[src/rtl/core/tcw_pkg.sv]
`timescale 1ns / 1ps
// ============================================================================
// tcw_pkg: shared types and codes of the text console writer
// Holds the default geometry, the item kinds, control characters, cell constants,
// the configuration indexes and the result record.
// ============================================================================
package tcw_pkg;

  // Default screen geometry.
  localparam int DEF_COLUMNS = 80;
  localparam int DEF_ROWS    = 25;

  // Widths of the cursor fields on the result channel.
  localparam int OUT_COL_W = 7;
  localparam int OUT_ROW_W = 5;

  // Item kinds.
  localparam logic [1:0] KIND_PUT  = 2'd0;
  localparam logic [1:0] KIND_SET  = 2'd1;
  localparam logic [1:0] KIND_READ = 2'd2;

  // Control characters.
  localparam logic [7:0] CH_BS = 8'd8;
  localparam logic [7:0] CH_LF = 8'd10;
  localparam logic [7:0] CH_CR = 8'd13;

  localparam logic [7:0]  SPACE_CHAR = 8'h20;
  localparam logic [3:0]  NIBBLE_MASK = 4'hF;
  // Cell layout: {back[3:0], fore[3:0], char[7:0]}.
  localparam logic [15:0] RESET_CELL = 16'h0720;

  // Configuration register indexes.
  localparam logic CFG_BACK_COLOR = 1'b0;
  localparam logic CFG_FORE_COLOR = 1'b1;

  // Result record; cursor_col sits in the lowest bits.
  typedef struct packed {
    logic                 scrolled;
    logic [3:0]           cell_back;
    logic [3:0]           cell_fore;
    logic [7:0]           cell_char;
    logic [OUT_ROW_W-1:0] cursor_row;
    logic [OUT_COL_W-1:0] cursor_col;
  } res_t;

endpackage

[src/rtl/core/tcw_ctrl.sv]
`timescale 1ns / 1ps
// ============================================================================
// tcw_ctrl: teletype sequencer
// Decodes one transaction at a time, keeps the cursor and the scroll origin,
// and drives the cell store: single writes, line blanking sweeps, reads and
// the clearing pass after reset.
// ============================================================================
module tcw_ctrl #(
  parameter int COLUMNS = tcw_pkg::DEF_COLUMNS,
  parameter int ROWS    = tcw_pkg::DEF_ROWS
) (
  input  logic                               clk,
  input  logic                               rst_n,
  input  logic                               in_valid,
  output logic                               in_ready,
  input  logic [1:0]                         in_kind,
  input  logic [7:0]                         in_char,
  input  logic [7:0]                         in_col,
  input  logic [7:0]                         in_row,
  input  logic [3:0]                         back_color,
  input  logic [3:0]                         fore_color,
  output logic                               res_valid,
  input  logic                               res_ready,
  output tcw_pkg::res_t                      res,
  output logic                               mem_we,
  output logic [$clog2(COLUMNS*ROWS)-1:0]    mem_waddr,
  output logic [15:0]                        mem_wdata,
  output logic                               mem_re,
  output logic [$clog2(COLUMNS*ROWS)-1:0]    mem_raddr,
  input  logic [15:0]                        mem_rdata
);

  localparam int COL_W  = $clog2(COLUMNS);
  localparam int ROW_W  = $clog2(ROWS);
  localparam int ADDR_W = $clog2(COLUMNS * ROWS);
  localparam logic [COL_W-1:0] LAST_COL = COL_W'(COLUMNS - 1);
  localparam logic [ROW_W-1:0] LAST_ROW = ROW_W'(ROWS - 1);
  // Reciprocals scaled by 2^16 and rounded up.
  localparam logic [16:0] COL_RECIP = 17'((65536 + COLUMNS - 1) / COLUMNS);
  localparam logic [16:0] ROW_RECIP = 17'((65536 + ROWS - 1) / ROWS);

  typedef enum logic [2:0] {
    S_CLEAR, S_IDLE, S_DECODE, S_EXEC, S_WRITE, S_RDWAIT, S_BLANK, S_DONE
  } state_t;

  state_t           state_r, state_nxt;
  logic [COL_W-1:0] cur_col_r, cur_col_nxt;
  logic [ROW_W-1:0] cur_row_r, cur_row_nxt;
  logic [ROW_W-1:0] top_r, top_nxt;
  logic [COL_W-1:0] sweep_col_r, sweep_col_nxt;
  logic [ROW_W-1:0] sweep_row_r, sweep_row_nxt;
  logic [ROW_W-1:0] blank_prow_r, blank_prow_nxt;
  logic [1:0]       op_kind_r, op_kind_nxt;
  logic [7:0]       op_char_r, op_char_nxt;
  logic [7:0]       op_col_raw_r, op_col_raw_nxt;
  logic [7:0]       op_row_raw_r, op_row_raw_nxt;
  logic [COL_W-1:0] op_col_r, op_col_nxt;
  logic [ROW_W-1:0] op_row_r, op_row_nxt;
  logic [7:0]       cell_char_r, cell_char_nxt;
  logic [3:0]       cell_fore_r, cell_fore_nxt;
  logic [3:0]       cell_back_r, cell_back_nxt;
  logic             scrolled_r, scrolled_nxt;

  logic [ROW_W-1:0]  a_prow;
  logic [COL_W-1:0]  a_col;
  logic [ADDR_W-1:0] mem_addr;
  logic [15:0]       blank_cell;
  logic [ROW_W-1:0]  top_inc;
  logic              is_read;

  // Logical row to stored row: the screen origin rotates on each scroll.
  function automatic logic [ROW_W-1:0] phys_row(input logic [ROW_W-1:0] lrow,
                                                input logic [ROW_W-1:0] top);
    logic [ROW_W:0] sum;
    sum = {1'b0, lrow} + {1'b0, top};
    if (sum >= (ROW_W+1)'(ROWS)) begin
      sum = sum - (ROW_W+1)'(ROWS);
    end
    return sum[ROW_W-1:0];
  endfunction

  // Remainder of a byte by a constant divisor through the scaled reciprocal.
  // The quotient estimate is exact for every byte as long as the divisor is
  // at most 256.
  function automatic logic [7:0] mod_byte(input logic [7:0]  value,
                                          input logic [16:0] recip,
                                          input logic [8:0]  divisor);
    logic [24:0] prod;
    logic [16:0] back;
    prod = {17'd0, value} * {8'd0, recip};
    back = {9'd0, prod[23:16]} * {8'd0, divisor};
    return value - back[7:0];
  endfunction

  assign blank_cell = {back_color & tcw_pkg::NIBBLE_MASK, fore_color & tcw_pkg::NIBBLE_MASK,
                       tcw_pkg::SPACE_CHAR};
  assign top_inc    = (top_r == LAST_ROW) ? '0 : top_r + 1'b1;
  assign is_read    = (op_kind_r == tcw_pkg::KIND_READ);

  always_comb begin
    case (state_r)
      S_CLEAR: begin
        a_prow = sweep_row_r;
        a_col  = sweep_col_r;
      end
      S_BLANK: begin
        a_prow = blank_prow_r;
        a_col  = sweep_col_r;
      end
      default: begin
        a_prow = phys_row(is_read ? op_row_r : cur_row_r, top_r);
        a_col  = is_read ? op_col_r : cur_col_r;
      end
    endcase
  end

  assign mem_addr  = ADDR_W'(a_prow) * ADDR_W'(COLUMNS) + ADDR_W'(a_col);
  assign mem_waddr = mem_addr;
  assign mem_raddr = mem_addr;

  always_comb begin
    state_nxt      = state_r;
    cur_col_nxt    = cur_col_r;
    cur_row_nxt    = cur_row_r;
    top_nxt        = top_r;
    sweep_col_nxt  = sweep_col_r;
    sweep_row_nxt  = sweep_row_r;
    blank_prow_nxt = blank_prow_r;
    op_kind_nxt    = op_kind_r;
    op_char_nxt    = op_char_r;
    op_col_raw_nxt = op_col_raw_r;
    op_row_raw_nxt = op_row_raw_r;
    op_col_nxt     = op_col_r;
    op_row_nxt     = op_row_r;
    cell_char_nxt  = cell_char_r;
    cell_fore_nxt  = cell_fore_r;
    cell_back_nxt  = cell_back_r;
    scrolled_nxt   = scrolled_r;
    mem_we         = 1'b0;
    mem_re         = 1'b0;
    mem_wdata      = blank_cell;

    case (state_r)
      S_CLEAR: begin
        mem_we    = 1'b1;
        mem_wdata = tcw_pkg::RESET_CELL;
        if (sweep_col_r == LAST_COL) begin
          sweep_col_nxt = '0;
          if (sweep_row_r == LAST_ROW) begin
            state_nxt = S_IDLE;
          end else begin
            sweep_row_nxt = sweep_row_r + 1'b1;
          end
        end else begin
          sweep_col_nxt = sweep_col_r + 1'b1;
        end
      end

      S_IDLE: begin
        if (in_valid) begin
          op_kind_nxt    = in_kind;
          op_char_nxt    = in_char;
          op_col_raw_nxt = in_col;
          op_row_raw_nxt = in_row;
          cell_char_nxt  = '0;
          cell_fore_nxt  = '0;
          cell_back_nxt  = '0;
          scrolled_nxt   = 1'b0;
          state_nxt      = S_DECODE;
        end
      end

      S_DECODE: begin
        op_col_nxt = COL_W'(mod_byte(op_col_raw_r, COL_RECIP, 9'(COLUMNS)));
        op_row_nxt = ROW_W'(mod_byte(op_row_raw_r, ROW_RECIP, 9'(ROWS)));
        state_nxt  = S_EXEC;
      end

      S_EXEC: begin
        case (op_kind_r)
          tcw_pkg::KIND_PUT: begin
            if (op_char_r == tcw_pkg::CH_LF || op_char_r == tcw_pkg::CH_CR) begin
              cur_col_nxt   = '0;
              sweep_col_nxt = '0;
              state_nxt     = S_BLANK;
              if (cur_row_r == LAST_ROW) begin
                // The old top line rotates around to become the new bottom line.
                top_nxt        = top_inc;
                blank_prow_nxt = top_r;
                scrolled_nxt   = 1'b1;
              end else begin
                cur_row_nxt    = cur_row_r + 1'b1;
                blank_prow_nxt = phys_row(cur_row_r + 1'b1, top_r);
              end
            end else if (op_char_r == tcw_pkg::CH_BS) begin
              if (cur_col_r != '0) begin
                cur_col_nxt = cur_col_r - 1'b1;
              end else if (cur_row_r != '0) begin
                cur_col_nxt = LAST_COL;
                cur_row_nxt = cur_row_r - 1'b1;
              end
              state_nxt = S_WRITE;
            end else begin
              mem_we    = 1'b1;
              mem_wdata = {back_color & tcw_pkg::NIBBLE_MASK,
                           fore_color & tcw_pkg::NIBBLE_MASK, op_char_r};
              state_nxt = S_DONE;
              if (cur_col_r == LAST_COL) begin
                cur_col_nxt = '0;
                if (cur_row_r == LAST_ROW) begin
                  top_nxt        = top_inc;
                  blank_prow_nxt = top_r;
                  scrolled_nxt   = 1'b1;
                  sweep_col_nxt  = '0;
                  state_nxt      = S_BLANK;
                end else begin
                  cur_row_nxt = cur_row_r + 1'b1;
                end
              end else begin
                cur_col_nxt = cur_col_r + 1'b1;
              end
            end
          end
          tcw_pkg::KIND_SET: begin
            cur_col_nxt = op_col_r;
            cur_row_nxt = op_row_r;
            state_nxt   = S_DONE;
          end
          tcw_pkg::KIND_READ: begin
            mem_re    = 1'b1;
            state_nxt = S_RDWAIT;
          end
          default: begin
            state_nxt = S_DONE;
          end
        endcase
      end

      S_WRITE: begin
        mem_we    = 1'b1;
        state_nxt = S_DONE;
      end

      S_RDWAIT: begin
        cell_char_nxt = mem_rdata[7:0];
        cell_fore_nxt = mem_rdata[11:8];
        cell_back_nxt = mem_rdata[15:12];
        state_nxt     = S_DONE;
      end

      S_BLANK: begin
        mem_we = 1'b1;
        if (sweep_col_r == LAST_COL) begin
          sweep_col_nxt = '0;
          state_nxt     = S_DONE;
        end else begin
          sweep_col_nxt = sweep_col_r + 1'b1;
        end
      end

      S_DONE: begin
        if (res_ready) begin
          state_nxt = S_IDLE;
        end
      end

      default: begin
        state_nxt = S_IDLE;
      end
    endcase
  end

  always_ff @(posedge clk) begin
    if (!rst_n) begin
      state_r     <= S_CLEAR;
      cur_col_r   <= '0;
      cur_row_r   <= '0;
      top_r       <= '0;
      sweep_col_r <= '0;
      sweep_row_r <= '0;
      scrolled_r  <= 1'b0;
    end else begin
      state_r     <= state_nxt;
      cur_col_r   <= cur_col_nxt;
      cur_row_r   <= cur_row_nxt;
      top_r       <= top_nxt;
      sweep_col_r <= sweep_col_nxt;
      sweep_row_r <= sweep_row_nxt;
      scrolled_r  <= scrolled_nxt;
    end
    blank_prow_r <= blank_prow_nxt;
    op_kind_r    <= op_kind_nxt;
    op_char_r    <= op_char_nxt;
    op_col_raw_r <= op_col_raw_nxt;
    op_row_raw_r <= op_row_raw_nxt;
    op_col_r     <= op_col_nxt;
    op_row_r     <= op_row_nxt;
    cell_char_r  <= cell_char_nxt;
    cell_fore_r  <= cell_fore_nxt;
    cell_back_r  <= cell_back_nxt;
  end

  assign in_ready  = (state_r == S_IDLE);
  assign res_valid = (state_r == S_DONE);

  assign res.scrolled   = scrolled_r;
  assign res.cell_back  = cell_back_r;
  assign res.cell_fore  = cell_fore_r;
  assign res.cell_char  = cell_char_r;
  assign res.cursor_row = tcw_pkg::OUT_ROW_W'(cur_row_r);
  assign res.cursor_col = tcw_pkg::OUT_COL_W'(cur_col_r);

endmodule

[config.mk]
export PLATFORM = sky130hd
export DESIGN_NAME = tcw_ctrl
export DESIGN_NICKNAME = d
export VERILOG_FILES = /design/src/rtl/core/tcw_pkg.sv /design/src/rtl/core/tcw_ctrl.sv
export SDC_FILE = /design/constraint.sdc
export NUM_CORES = 1
export LEC_CHECK = 0
export BUFFER_PORTS_ARGS = -buffer_cell sky130_fd_sc_hd__buf_2
export CAP_MARGIN = 15
export CORE_UTILIZATION = 60
export DETAILED_ROUTE_END_ITERATION = 8
export GPL_TIMING_DRIVEN = 0
export PLACE_DENSITY = 0.83
export SLEW_MARGIN = 20
export SYNTH_ARGS = -nofsm -noshare
export SYNTH_HDL_FRONTEND = slang
export SYNTH_SLANG_ARGS = --single-unit
[constraint.sdc]
create_clock -name clk -period 16 [get_ports clk]
set_clock_uncertainty 0.15 [all_clocks]
set_input_delay 3.2 -clock clk [delete_from_list [all_inputs] [get_ports clk]]
set_output_delay 3.2 -clock clk [all_outputs]
set_load 0.03 [all_outputs]
Word-level counts from Yosys, hierarchy flattened. Cells that the tools add are included.

Eq/ne operators: 31. Magnitude comparators: 2. $add $sub $neg: 14. Reductions and logical operators: 24. Bitwise gates (word level): 1. Multiply operators: 5. Muxes and demuxes: 69.

Operators with widths (count): 2-to-1 mux 5 bit (19); 2-to-1 mux 7 bit (13); 2-to-1 mux 8 bit (4); one-hot mux 16 bit (2 select lines) (1); one-hot mux 7 bit (2 select lines) (2); AND reduction 5 bit (5); == test 8 x 4 -> 1 bit, second input constant (3); one-hot mux 3 bit (7 select lines) (1); one-hot mux 5 bit (2 select lines) (2); multiplier 8 x 11 -> 19 bit, second input constant (1); multiplier 8 x 8 -> 16 bit, second input constant (1); one-hot mux 4 bit (2 select lines) (2); one-hot mux 8 bit (2 select lines) (1); adder 5 x 1 -> 5 bit, second input constant (3); == test 5 bit, second input constant (3); 2-to-1 mux 3 bit (5); adder 7 x 1 -> 7 bit, second input constant (2); == test 7 bit, second input constant (2); 2-to-1 mux 1 bit (13); adder 5 x 5 -> 6 bit (2); == test 3 bit, second input constant (4); >= comparator 6 x 5 -> 1 bit, second input constant (2); != test 2 bit, second input constant (6); != test 4 bit, second input constant (3); 32 further kinds (46).

Flip-flop bits (word level): 92. Output and inout port bits: 71.

Logic depth before layout (Yosys ltp).
Depth in word-level cells: 8. Gate-level depth with buffers: 27.

Worst setup path before layout. Ideal clock, no wire load.

Kind: register to output. From: register op_kind_r[0]. To: output port mem_waddr[10]. Data arrival time: 5669 ps. Path slack: 6981 ps. Required time: 12650 ps. Buffers on the path: 4. Cell stages (with the launch flop): 26. Path through: edfxtp_1 clkbuf_1 nor2b_1 clkbuf_1 buf_1 o21ai_0 ha_1 fa_1 xnor2_1 nand2_1 o211a_1 o21ai_0 nand3_1 mux2i_1 o22ai_1 ha_1 ha_1 fa_1 nand2_1 o21bai_1 nor3_1 a21oi_1 o22ai_1 a21oi_1 xnor2_1 buf_4.

Cells in the longest elaborated chain, start to end: 8.

Ends and longest elaborated chain: from (decl) (RTL line tcw_ctrl.sv:53) `logic [1:0] op_kind_r, op_kind_nxt;`; from (signal assigned) (RTL line tcw_ctrl.sv:292) `op_kind_r <= op_kind_nxt;`; == test 2 bit * (RTL line tcw_ctrl.sv:98) `assign is_read = (op_kind_r == tcw_pkg::KIND_READ);`; 2-to-1 mux 5 bit (RTL line tcw_ctrl.sv:111) `a_prow = phys_row(is_read ? op_row_r : cur_row_r, top_r);`; adder 5 x 5 -> 6 bit (RTL line tcw_ctrl.sv:75) `sum = {1'b0, lrow} + {1'b0, top};`; subtractor 5 bit or >= comparator 6 x 5 -> 1 bit (tied branches) (RTL line tcw_ctrl.sv:77, tcw_ctrl.sv:76); 2-to-1 mux 5 bit (RTL line tcw_ctrl.sv:76) `if (sum >= (ROW_W+1)'(ROWS)) begin`; one-hot mux 5 bit (2 select lines) (RTL line tcw_ctrl.sv:101) `case (state_r)`; multiplier 5 x 3 -> 7 bit (RTL line tcw_ctrl.sv:117) `assign mem_addr = ADDR_W'(a_prow) * ADDR_W'(COLUMNS) + ADDR_W'(a_col);`; adder 11 x 7 -> 11 bit * (RTL line tcw_ctrl.sv:117); to (decl) (RTL line tcw_ctrl.sv:26) `output logic [$clog2(COLUMNS*ROWS)-1:0] mem_waddr,`.

Mark *: on every way between the ends. The rest lies on a longest branch, timed or not.

Worst setup path after layout. Same ends and word-level chain as after synthesis.

==> summary.md <==
| Metric | Value |
|---|---|
| HP Class | reg -> reg |
| Synth top cells by count | 133 x ha_1, 113 x inv_1, 59 x edfxtp_1, 50 x nand2_1, 45 x a21oi_1 |
| Min cycle time layout | 9.99 ns |
| Post-route ant nets | 0 |
| Slew @ Worst Pin | 0.816 ns |
| Total power | 0.471 mW |
| Outcome | completed |
| Cell variety after synth | 73 |
| Clk Latency, worst-skew pair | 0.35 ns |
| Number of buffers added for setup after CTS | 0 |
| Hold buffer count at CTS | 0 |
| Pre-antenna DRT Iters | 5 |
| TritonCTS clock tree | built |
| Final setup fails | 0 |
| Vias in the first global route | 6420 |
| Met2 Use GR | 47.4% |
| Final WL | 18.2 mm |
| Crit-path max FO | 10 |
| Wire per inst | 15.4 µm |
| Worst setup startpoint | op_kind_r[0] |
| Fmax | 100 MHz |
| Clk Tree Root Cell | clkbuf_16 |
| Top-area cell type share of the netlist area | 21.4% |
| Yosys warnings | 0 |
| Layout Cells excl Fill | 1181 |
| Ys async rst share | 0% |
| Critical Path End Type | output port |
| Iter 0 DRT Violations | 422 |
| First-pass GRT wire length | 29.5 mm |
| Grt peak-use layer | met2 |
| Dpl hpwl | 14.4 mm |
| Most frequent cell after synthesis | ha_1 |
| Synth Flop Type | edfxtp_1 |
| Reg2reg setup slack | 9.64 ns |
| Most area-hungry cell type in the Yosys netlist | edfxtp_1 |
| Num ports | 125 |
| CP Class | reg -> out |
| Inst Count DP | 1165 |
| Post-synth EDFFs | 59 |
| GR Overflow Total | 0 |
| Detailed-route via count | 6655 |
| Final Cycle Share | 62.4% |
| Routability congestion estimate | 0.921 |
| Top post-synthesis cells by area | edfxtp_1 21%, ha_1 20%, fa_1 8.2% |
| Seq/Total Area, Yosys | 29.4% |
| Reg area | 2430 µm² |
| Leak | 4.55 nW |
| CP required | 12.65 ns |
| GRT Resource Usage Total | 26.3% |
| Initial Util | 62.0% |
| Core ar. | 13300 µm² |
| Worst-path clk slew | 0.06 ns |
| Layout cell share with drive strength beyond 1 | 18.3% |
| Routed vias/inst | 5.64 |
| PortBufs | 123 |
| RSZ-0062 raised after global routing | false |
| Longest Clk Path Bufs | 2 |
| Post-place setup slack | 6.43 ns |
| Worst IR drop on VDD | 0.109 mV |
| Syn nets | 1086 |
| Rows | 42 |
| Initial antenna violation count | 0 |
| Clock Sinks | 92 |
| Met1 usage | 31.1% |
| Die Area | 14300 µm² |
| Filler instances | 1035 |
| Setup TNS | 0 ns |
| Seq cells post-synth | 92 |
| Fin. max-slew vios | 0 |
| Worst rel slew slack | 45.6% |
| Crit path setup slack, layout | 6.01 ns |
| PD cells | 50.1 nW/µm² |
| Number of gates resized after cts | 0 |
| Multi-input gate area | 5230 µm² |
| Nets@finish | 1221 |
| RR Startpoint | op_row_raw_r[6] |
| Met3 GRT Util | 4.79% |
| Mapped Cells | 865 |
| # DRC | 0 |
| CTS buffer count | 9 |
| CP arrival | 6.64 ns |
| Startpoint Class | flop |
| Area grow syn2layout | 13.6% |
| H-tree depth | 3 |
| Antenna cell count | 0 |
| Die H | 119 µm |
| Max-Cap Viols | 0 |
| Pin count of the biggest net entering global routing | 29 |
| Fin. Hold Viols | 0 |
| Die Span X | 119 µm |
| Post-Route Utilization | 70.5% |
| Netlist Area Pre-Place | 8280 µm² |
| Syn_area_per_cell | 9.57 µm² |
| HP Start | scrolled_r |
==> final cells by class <==
cell class                      instances  area share, %
Buffer                                 38           2.13
Clock buffer                           10           2.43
Clock inverter                          6          0.506
Inverter                              114           4.55
Multi-Input combinational cell        621           55.6
Sequential cell                        92           25.9
Tap cell                              176           2.34
Timing Repair Buffer                  124           6.62
==> worst max-delay path, cell delays in order, from the launching register on <==
cell and delay, ns:
edfxtp_1 0.36, clkbuf_1 0.21, nor2b_1 0.14, clkbuf_1 0.40, buf_1 0.52, o21ai_0 0.23
ha_1 0.25, fa_1 0.40, xnor2_1 0.36, nand2_1 0.18, o211a_1 0.23, o21ai_0 0.14
nand3_1 0.21, mux2i_1 0.29, o22ai_1 0.15, ha_1 0.33, ha_1 0.23, fa_1 0.52
nand2_1 0.08, o21bai_1 0.19, nor3_1 0.15, a21oi_1 0.06, o22ai_1 0.13, a21oi_1 0.07
xnor2_1 0.17, buf_4 0.13, buf_2 0.18
==> final timing paths <==
path,to,cells after the start
setup / recovery,mem_waddr[10],26
hold / removal,scrolled_r,2
setup reg to reg,op_row_r[4],22
hold reg to reg,scrolled_r,2
==> placed cells by master (no fill, tap or decap), types with 5 or more instances in the layout <==
master     instances
clkbuf_1          21
and3_1             7
a21oi_1           45
nand3b_1           5
dfxtp_1           33
a21o_1             9
buf_4             13
nor2_1            43
buf_2            127
o211ai_1           6
inv_1            112
o22ai_1            9
ha_1             133
nor3_1            19
nor2b_1           13
nand2_1           50
or2_2              8
nand3_1           17
or3_1              5
fa_1              34
a211oi_1           9
o21ai_0           36
and2_1            25
nand2b_1           5
a22oi_1            8
edfxtp_1          59
mux2i_1           12
xor2_1            18
xnor2_1           39
clkbuf_16          9
==> metrics by stage <==
step                      hold WS (ns)  area (µm²)
after floorplan                  0.311        8280
after global placement           0.352        9120
after detailed placement         0.367        9130
after CTS                        0.379        9410
after global routing             0.399        9410
final                            0.367        9410
==> flip-flops by register name (all words and copies together) (netlist names), 7 cells and up <==
register      flops
cell_char_r       8
op_char_r         8
op_col_raw_r      8
op_row_raw_r      8
cur_col_r         7
op_col_r          7
sweep_col_r       7
==> report_power, final <==
group	switching [mW]	internal [mW]
sequential	0.000796	0.251
clock	0.0958	0.108
combinational	0.00820	0.00749
total	0.105	0.366
==> metal layers <==
| layer | routed length [µm] | up-vias |
|---|---|---|
| li1 | - | 3272 |
| met1 | 7550 | 3122 |
| met2 | 9260 | 227 |
| met3 | 1060 | 34 |
| met4 | 364 | 0 |
| met5 | 0 | - |
==> logic make-up after synthesis <==
group	count (synthesis)	synth area share, %
compound gates	160	12.5
xor+xnor	57	6.03
fa+ha+maj	167	28.3
buf+inv	152	7.59
flops	92	29.4
mux	16	1.99
simple gates	221	14.2
Note: power is estimated with default switching activity, not from simulation.
